$ cat src/gsa_pkg.sv
// Shared types and codes for the generational slot allocator.
// No dependencies; every other file of the block but gsa_ram uses this package.
`default_nettype none
package gsa_pkg;

    // Table size; the 8-bit slot field of a handle fixes it.
    localparam int SLOTS = 256;

    typedef enum logic [2:0] {
        CMD_CREATE  = 3'd0,
        CMD_DESTROY = 3'd1,
        CMD_CHECK   = 3'd2,
        CMD_READ    = 3'd3,
        CMD_FIND    = 3'd4,
        CMD_BAD     = 3'd7
    } t_cmd;

    localparam logic [1:0] ST_OK   = 2'd0;
    localparam logic [1:0] ST_DEAD = 2'd1;
    localparam logic [1:0] ST_FULL = 2'd2;

    localparam int IN_BITS  = 80;
    localparam int OUT_BITS = 88;

    // One decoded command as it waits in the queue.
    typedef struct packed {
        t_cmd        cmd;
        logic [7:0]  slot;
        logic [15:0] generation;
        logic [31:0] owner_id;
        logic [15:0] node_number;
    } t_item;

    // Queue head as offered to the back end.
    typedef struct packed {
        logic  valid;
        t_item item;
    } t_queue;

endpackage
`default_nettype wire

$ cat src/gsa_front.sv
// Front end: unpacks input transfers, classifies the command code and
// holds up to two commands for the back end. Depends on gsa_pkg.
`default_nettype none
module gsa_front (
    input  wire logic                         i_clk,
    input  wire logic                         i_rst_n,
    input  wire logic                         i_tvalid,
    output logic                              o_tready,
    input  wire logic [gsa_pkg::IN_BITS-1:0]  i_tdata,
    output gsa_pkg::t_queue                   o_queue,
    input  wire logic                         i_pop
);
    gsa_pkg::t_item r_buf [2];
    logic           r_wptr, r_rptr;
    logic [1:0]     r_count;
    gsa_pkg::t_item w_item;
    logic           w_push;

    always_comb begin
        w_item.slot        = i_tdata[10:3];
        w_item.generation  = i_tdata[26:11];
        w_item.owner_id    = i_tdata[58:27];
        w_item.node_number = i_tdata[74:59];
        case (i_tdata[2:0])
            3'd0:    w_item.cmd = gsa_pkg::CMD_CREATE;
            3'd1:    w_item.cmd = gsa_pkg::CMD_DESTROY;
            3'd2:    w_item.cmd = gsa_pkg::CMD_CHECK;
            3'd3:    w_item.cmd = gsa_pkg::CMD_READ;
            3'd4:    w_item.cmd = gsa_pkg::CMD_FIND;
            default: w_item.cmd = gsa_pkg::CMD_BAD;
        endcase
    end

    assign o_tready      = (r_count != 2'd2);
    assign w_push        = i_tvalid && o_tready;
    assign o_queue.valid = (r_count != 2'd0);
    assign o_queue.item  = r_buf[r_rptr];

    always_ff @(posedge i_clk) begin
        if (w_push) begin
            r_buf[r_wptr] <= w_item;
        end
        if (!i_rst_n) begin
            r_wptr  <= 1'b0;
            r_rptr  <= 1'b0;
            r_count <= 2'd0;
        end else begin
            if (w_push) begin
                r_wptr <= ~r_wptr;
            end
            if (i_pop) begin
                r_rptr <= ~r_rptr;
            end
            r_count <= r_count + 2'(w_push) - 2'(i_pop);
        end
    end

    assert property (@(posedge i_clk) disable iff (!i_rst_n) i_pop |-> o_queue.valid)
        else $error("queue popped while empty");
endmodule
`default_nettype wire

$ cat config.mk
export PLATFORM = sky130hd
export DESIGN_NAME = gsa_front
export DESIGN_NICKNAME = d
export VERILOG_FILES = /design/src/gsa_pkg.sv /design/src/gsa_front.sv
export SDC_FILE = /design/constraint.sdc
export NUM_CORES = 1
export LEC_CHECK = 0
export BUFFER_PORTS_ARGS = -buffer_cell sky130_fd_sc_hd__buf_4
export CAP_MARGIN = 30
export CORE_UTILIZATION = 50
export CTS_BUF_LIST = sky130_fd_sc_hd__clkbuf_4
export DETAILED_ROUTE_END_ITERATION = 12
export MAX_ROUTING_LAYER = met4
export PLACE_DENSITY = 0.77
export SLEW_MARGIN = 10
export SYNTH_ARGS = -nofsm -noshare
export SYNTH_HDL_FRONTEND = slang
export SYNTH_SLANG_ARGS = --single-unit
$ cat constraint.sdc
create_clock -name i_clk -period 6.1 [get_ports i_clk]
set_clock_uncertainty 0.1 [all_clocks]
set_input_delay 0.61 -clock i_clk [delete_from_list [all_inputs] [get_ports i_clk]]
set_output_delay 0.61 -clock i_clk [all_outputs]
set_load 0.03 [all_outputs]
### After elaboration in Yosys (flattened, before gate mapping)

Memories as Yosys holds them, arrays and structs flattened. A register that Yosys moved wholly into a read port is not among the register bits.
Index checks and enable logic that the tools add are counted.

| word-level totals | value |
|---|---|
| word-level logic and storage cells | 21 |
| output and inout bits | 77 |
| flip-flop bits (word level) | 4 |
| input bits | 84 |
| memories kept | 1 |
| memory bits (writable) | 150 |

| operators by class | value |
|---|---|
| equality and inequality tests | 5 |
| add/subtract/negate cells | 2 |
| bitwise gates (word level) | 2 |
| reduce and logical (&&, ||, !) cells | 3 |
| multiplexer cells | 5 |

Memories:

| name | depth | bits a word | read ports | clocked after Yosys merged registers in | wr ports | RTL line | source |
|---|---|---|---|---|---|---|---|
| r_buf | 2 | 75 | 1 | 1 | 1 | gsa_front.sv:13 | `gsa_pkg::t_item r_buf [2];` |

Operators with widths:

| operator | number |
|---|---|
| $pmux 3 s5 | 1 |
| $eq 3x2->1 const B | 2 |
| $mux 1 | 4 |
| $eq 3x1->1 const B | 1 |
| $eq 3x3->1 const B | 1 |
| $logic_not 3->1 | 1 |
| $add 2x1->2 | 1 |
| $ne 2x2->1 const B | 1 |
| $not 1->1 | 2 |
| $reduce_bool 2->1 | 1 |
| $sub 2x1->2 | 1 |
| $logic_and 1x1->1 | 1 |

### Logic depth before layout (Yosys ltp)

Gate-level depths: netlist of run 1.

| logic depth | value |
|---|---|
| depth after elaboration | 4 |
| depth in mapped cells | 7 |
| depth with buffers taken out | 7 |

### Least setup slack after synthesis of run 1

Ideal clock, no wire load.

| path | value |
|---|---|
| path type | reg-to-reg |
| start point | register r_count[0] |
| end point | memory r_buf[1][0] in the netlist's numbering (enable) |
| arrival | 2.595 ns |
| cell stages (with the launch flop) | 3 |
| slack | 2.963 ns |
| clock period less this slack | 3.137 ns |
| buffers on the path | 0 |
| required time | 5.558 ns |
| setup time | 0.442 ns |
| cells stage by stage | dfxtp_1 -> nand2b_1 -> and3_1 |

| between the ends | value |
|---|---|
| longest elaborated chain between the ends | 4 |

Ends and longest elaborated chain:

| what | RTL line | source |
|---|---|---|
| from (decl) | gsa_front.sv:15 | `logic [1:0] r_count;` |
| from (signal assigned) | gsa_front.sv:54 | `r_count <= r_count + 2'(w_push) - 2'(i_pop);` |
| $ne 2x2->1 | gsa_front.sv:34 | `assign o_tready = (r_count != 2'd2);` |
| via o_tready | gsa_front.sv:8 | `output logic o_tready,` |
| $logic_and 1x1->1 | gsa_front.sv:35 | `assign w_push = i_tvalid && o_tready;` |
| $mux 1 | gsa_front.sv:40 | `if (w_push) begin` |
| $mux 1 (not written as such) | gsa_front.sv:41 | `r_buf[r_wptr] <= w_item;` |
| to (decl) | gsa_front.sv:13 |  |

The timed path passes the listed nets, and every way through them passes these cells.

==> results.json, run 1 <==
{
  "p_int_mw": 1.68,
  "dieWidth_um": 111,
  "rsz0062_at_grt": "no",
  "drcViolationCount": 0,
  "grt_pass1_wl_mm": 15.0,
  "yosysTopAreaCell": "edfxtp_1",
  "synth_top_cell_area_share": 0.764,
  "p_per_area_mw_per_mm2": 310,
  "status": "complete, no violations",
  "diodes": 0,
  "wl_per_cell_um": 16.3,
  "p_leak_nw": 2.89,
  "ctsHoldBuffers": 0,
  "core_area_mm2": 0.0115,
  "synth_edf_count": 150,
  "area_delta_synth_final_pct": 25.9,
  "final_layout_size_suffix_gt1_frac": 0.598,
  "crit_fanout": 46,
  "clkSinkCount": 155,
  "num-nets-final": 517,
  "combinationalPowerShare": 0.216,
  "switching_share": 0.268,
  "tightest_slew_ns": 0.714,
  "antenna_found_initial": 0,
  "synthCells": 264,
  "start_kind": "flip-flop",
  "rows": 39,
  "num_vias": 2943,
  "drv_slew": 0,
  "cp_common_cell": "buf_4",
  "synth_fp_nets": 349,
  "max_stage_delay_ns": 0.72,
  "h-tree-depth": 4,
  "grt_overflow": 0,
  "die_y_um": 111,
  "cp_top_family": "buffers and inverters",
  "critPathKind": "flip-flop to output port",
  "synth.yosys.seq_area_share": 0.781,
  "pin_count": 161,
  "rrSetupSlack_ns": 3.83,
  "synth_seq_cells": 155,
  "cp.required_ns": 5.39,
  "post-cts-setup-buffer-count": 0,
  "ys.flop_type": "edfxtp_1",
  "gr-usage-all-layers": 0.170,
  "post-route-min-period_ns": 3.26,
  "cp-end-kind": "output port",
  "clkTransAtPathRegs_ns": 0.12,
  "syn_area_mm2": 0.00590,
  "nFillCells": 801,
  "fmax_ghz": 0.307,
  "hold_start": "i_tdata[46]",
  "report.final.hold_viol_count": 0,
  "synth_area_leaders": "edfxtp_1 (76%), mux2_4 (13%), mux2_2 (4.8%), dfxtp_1 (1.7%), buf_6 (0.96%)",
  "drt_iter0_drc": 134,
  "worst-path-buf-inv": 2,
  "multi_input_area_mm2": 0.00121,
  "start_util": 0.514,
  "finish.utilization": 0.647,
  "fp.dieArea_mm2": 0.0122,
  "hpwl_mm": 6.34,
  "grt_max_degree": 47,
  "hold_class": "primary input to flip-flop",
  "r2r_start": "r_count[0]",
  "io_buffers": 155,
  "tritoncts": "built",
  "antenna_left": 0,
  "regArea_mm2": 0.00461,
  "cts_buffers": 17,
  "drt_first_pass_iters": 4,
  "cpMaxStageDelayCell": "dfxtp_4",
  "max-vdd-ir-drop_mv": 0.206,
  "drv_cap": 0,
  "gp_congestion": 0.687,
  "switching_power_mw": 0.616,
  "period_share": 0.534,
  "clock_latency_ns": 0.53,
  "synth.distinct_cells": 27,
  "fin_setup_tns_ns": 0,
  "grt_pass1_vias": 3080,
  "cts-resized-gates": 0,
  "setup_violations": 0,
  "totalWireLength_mm": 9.60,
  "clk_path_buf_depth": 2,
  "arrival_ns": 2.55,
  "async_flop_share": 0,
  "clkPwrFrac": 0.217,
  "viasPerCell": 5.01,
  "cts-root-buf": "clkbuf_4",
  "synth_most_common_cell": "edfxtp_1",
  "cp_cell_sequence": "buf_4 -> mux2_2 -> buf_4",
  "seq_power_share": 0.568,
  "maxSlewHeadroom": 0.524,
  "syn_area_per_cell_um2": 22.3,
  "yosysWarnings": 0,
  "ys_top_cells_by_count": "edfxtp_1 (150), mux2_4 (50), mux2_2 (25), buf_6 (5), dfxtp_1 (5)"
}
state kept, by name, summed over array words and instances (netlist names), named ones only:
name and flops:
r_buf 150, r_count 2, r_rptr 1, r_wptr 1
per-layer routing:
metal  wire (um)  global-route usage
met4         199              0.0791
met2        4720               0.262
met1        4060               0.198
met3         620              0.0642
met5           0                   -
final timing paths:
check | depth (start not counted) | to
worst min register to register | 2 | flip-flop
worst max-delay path | 3 | o_queue[3]
worst min-delay path | 1 | r_buf[0][35]
worst max register to register | 4 | r_buf[0][48]
area by class of cell:
type                       count  share of cell area
sequential                   155               0.621
multi-input combinational     98               0.163
timing repair buffer         158               0.161
clock buffer                  25              0.0253
tap                          143              0.0241
clock inverter                 7             0.00388
inverter                       2             0.00118
power groups by stage:
stage	clock network, mW	logic [mW]	registers [mW]
finish	0.498	0.497	1.31
global route	0.558	0.524	1.31
CTS	0.518	0.504	1.31
detailed placement	0	0.502	1.33
global placement	0	0.495	1.33
floorplan	0	0.334	1.32
cell usage in the layout (no fill, tap or decap), drive strengths merged, types with 2 or more instances in the layout:
master,netlist,layout
a21boi,2,2
clkbuf,1,25
and2,3,3
mux2,75,75
clkinv,0,8
nand3b,2,2
dfxtp,5,5
nand2,2,2
a21o,2,2
edfxtp,150,150
buf,8,158
cell families (layout without fill, tap and decap cells):
kind of cell / after synthesis / after routing / synth area share
compound gates: 7 / 7 / 0.0102
mux: 76 / 76 / 0.177
xor+xnor: 2 / 2 / 0.00297
buf+inv: 11 / 192 / 0.0144
fa+ha+maj: 1 / 1 / 0.00212
flops: 155 / 155 / 0.781
simple gates: 12 / 12 / 0.0125
per-stage QoR:
stage               worst slack, ns  total power [mW]  hold WS, ns  instances  area, um^2
finish                         2.84              2.30        0.142        588        7420
global route                   2.67              2.40       0.0764        588        7420
CTS                            2.73              2.33       0.0871        588        7420
detailed placement             3.36              1.83        0.461        556        7210
global placement               3.35              1.82        0.462        555        7190
floorplan                      2.96              1.65        0.418        264        5900
No activity file was read; power rests on OpenSTA's default activity.
==> run 2, diff against run 1 <==
==> constraint.sdc (replaced) <==
create_clock -name i_clk -period 3.26 [get_ports i_clk]
set_clock_uncertainty 0.1 [all_clocks]
set_input_delay 0.326 -clock i_clk [delete_from_list [all_inputs] [get_ports i_clk]]
set_output_delay 0.326 -clock i_clk [all_outputs]
set_load 0.03 [all_outputs]
==> run 2 against run 1 <==
Compared with the run above:
- global-route usage grew 2.2 points
- power grew 92%
- hold slack gained 0.28 ns
- largest power group unchanged
- sequential share of layout area shrank 6.2 points
==> results.json, run 2 (same netlist as run 1, synthesis figures left out) <==
{
  "fin_setup_tns_ns": 0,
  "final_layout_size_suffix_gt1_frac": 0.507,
  "tightest_slew_ns": 0.648,
  "cts_buffers": 17,
  "hpwl_mm": 6.49,
  "gp_congestion": 0.694,
  "rsz0062_at_grt": "no",
  "antenna_found_initial": 0,
  "fp.dieArea_mm2": 0.0122,
  "fmax_ghz": 0.384,
  "maxSlewHeadroom": 0.568,
  "num_vias": 3242,
  "tritoncts": "built",
  "drv_cap": 0,
  "report.final.hold_viol_count": 0,
  "p_leak_nw": 3.24,
  "largest-register": "r_buf",
  "final_common_cell": "buf_4",
  "largest_reg_flops": 150,
  "cts-resized-gates": 0,
  "status": "complete, no violations",
  "top_regs": "r_buf (150), r_count (2)",
  "drv_slew": 0,
  "grt_pass1_vias": 3547,
  "layout_common_cells": "buf_4 (160), edfxtp_1 (150), dlygate4sd3_1 (79)",
  "diodes": 0,
  "setup_slack_ns": 0.655,
  "drt_iter0_drc": 129,
  "clkSinkCount": 155,
  "p_per_area_mw_per_mm2": 537,
  "grt_overflow": 0,
  "area_delta_synth_final_pct": 39.9,
  "die_y_um": 111,
  "period_share": 0.799,
  "place_area_mm2": 0.00723,
  "start_util": 0.514,
  "drcViolationCount": 0,
  "grt_pass1_wl_mm": 17.1,
  "critPathKind": "flip-flop to output port",
  "wl_per_cell_um": 16.2,
  "totalWireLength_mm": 10.9,
  "antenna_left": 0,
  "power_mw": 4.43,
  "core_area_mm2": 0.0115,
  "cp.required_ns": 2.83,
  "io_buffers": 155,
  "rows": 39,
  "h-tree-depth": 4,
  "pin_count": 161,
  "hold_class": "primary input to flip-flop",
  "clk_path_buf_depth": 2,
  "grt_max_degree": 50,
  "max-vdd-ir-drop_mv": 0.380,
  "cp-end-kind": "output port",
  "setup_violations": 0,
  "post-route-min-period_ns": 2.61,
  "viasPerCell": 4.84,
  "timing.hold.ws_ns": 0.419,
  "crit_fanout": 49,
  "cts-root-buf": "clkbuf_4",
  "dieWidth_um": 111,
  "start_kind": "flip-flop",
  "clock_latency_ns": 0.53,
  "final_area_mm2": 0.00825,
  "drt_first_pass_iters": 4,
  "place_ws_ns": 1.17,
  "arrival_ns": 2.18,
  "gr-usage-all-layers": 0.192,
  "num-nets-final": 599,
  "clkTransAtPathRegs_ns": 0.11
}
==> run 2: changes by cell type in the layout (fill, tap and decap cells not counted), sizes merged <==
cell | previous run | this run
clkinvlp | 0 | 1
buf | 158 | 161
clkinv | 8 | 12
bufinv | 0 | 1
clkbuf | 25 | 19
dlygate4sd3 | 0 | 79
==> run 2: metrics by stage <==
step | util | cells
after CTS | 0.719 | 670
after detailed placement | 0.630 | 559
after floorplan | - | 264
final | 0.719 | 670
after global routing | 0.719 | 670
after global placement | 0.630 | 559
==> run 2: final cells by class <==
cell class / instances / area (um^2)
Tap cell: 143 / 179
Sequential cell: 155 / 4610
Multi-Input combinational cell: 98 / 1210
Clock inverter: 13 / 83.8
Inverter: 2 / 8.76
Fill cell: 695 / 3220
Clock buffer: 19 / 143
Timing Repair Buffer: 240 / 2010
==> run 2: where the power goes <==
| group | switching [mW] | internal [mW] |
|---|---|---|
| combinational | 0.540 | 0.484 |
| clock | 0.590 | 0.371 |
| sequential | 0.0616 | 2.38 |
==> run 2: per-layer routing <==
layer | share of wire | global-route usage | vias to the layer above
met5 | 0 | - | -
met4 | 0.014 | 0.0756 | 0
met3 | 0.058 | 0.0604 | 15
met2 | 0.52 | 0.326 | 125
met1 | 0.40 | 0.210 | 1552
li1 | - | - | 1550
==> run 2: worst max-delay path, cell delays in order, from the launching register on <==
cell and delay (ns):
dfxtp_4 0.68, buf_12 0.37, mux2_2 0.39, buf_4 0.17
==> run 2: final timing paths <==
kind | from | end | slack, ns | cells after the start
hold reg to reg | r_rptr | flip-flop | 0.48 | 2
setup / recovery | flip-flop | o_queue[3] | 0.65 | 3
setup reg to reg | r_count[0] | r_buf[1][16] | 1.17 | 3
hold / removal | i_tdata[30] | r_buf[0][19] | 0.42 | 2
==> run 2: timing repair <==
action	CTS	global route
endpoints found under the hold margin	155	0
hold buffers	79	0
setup buffers	0	0
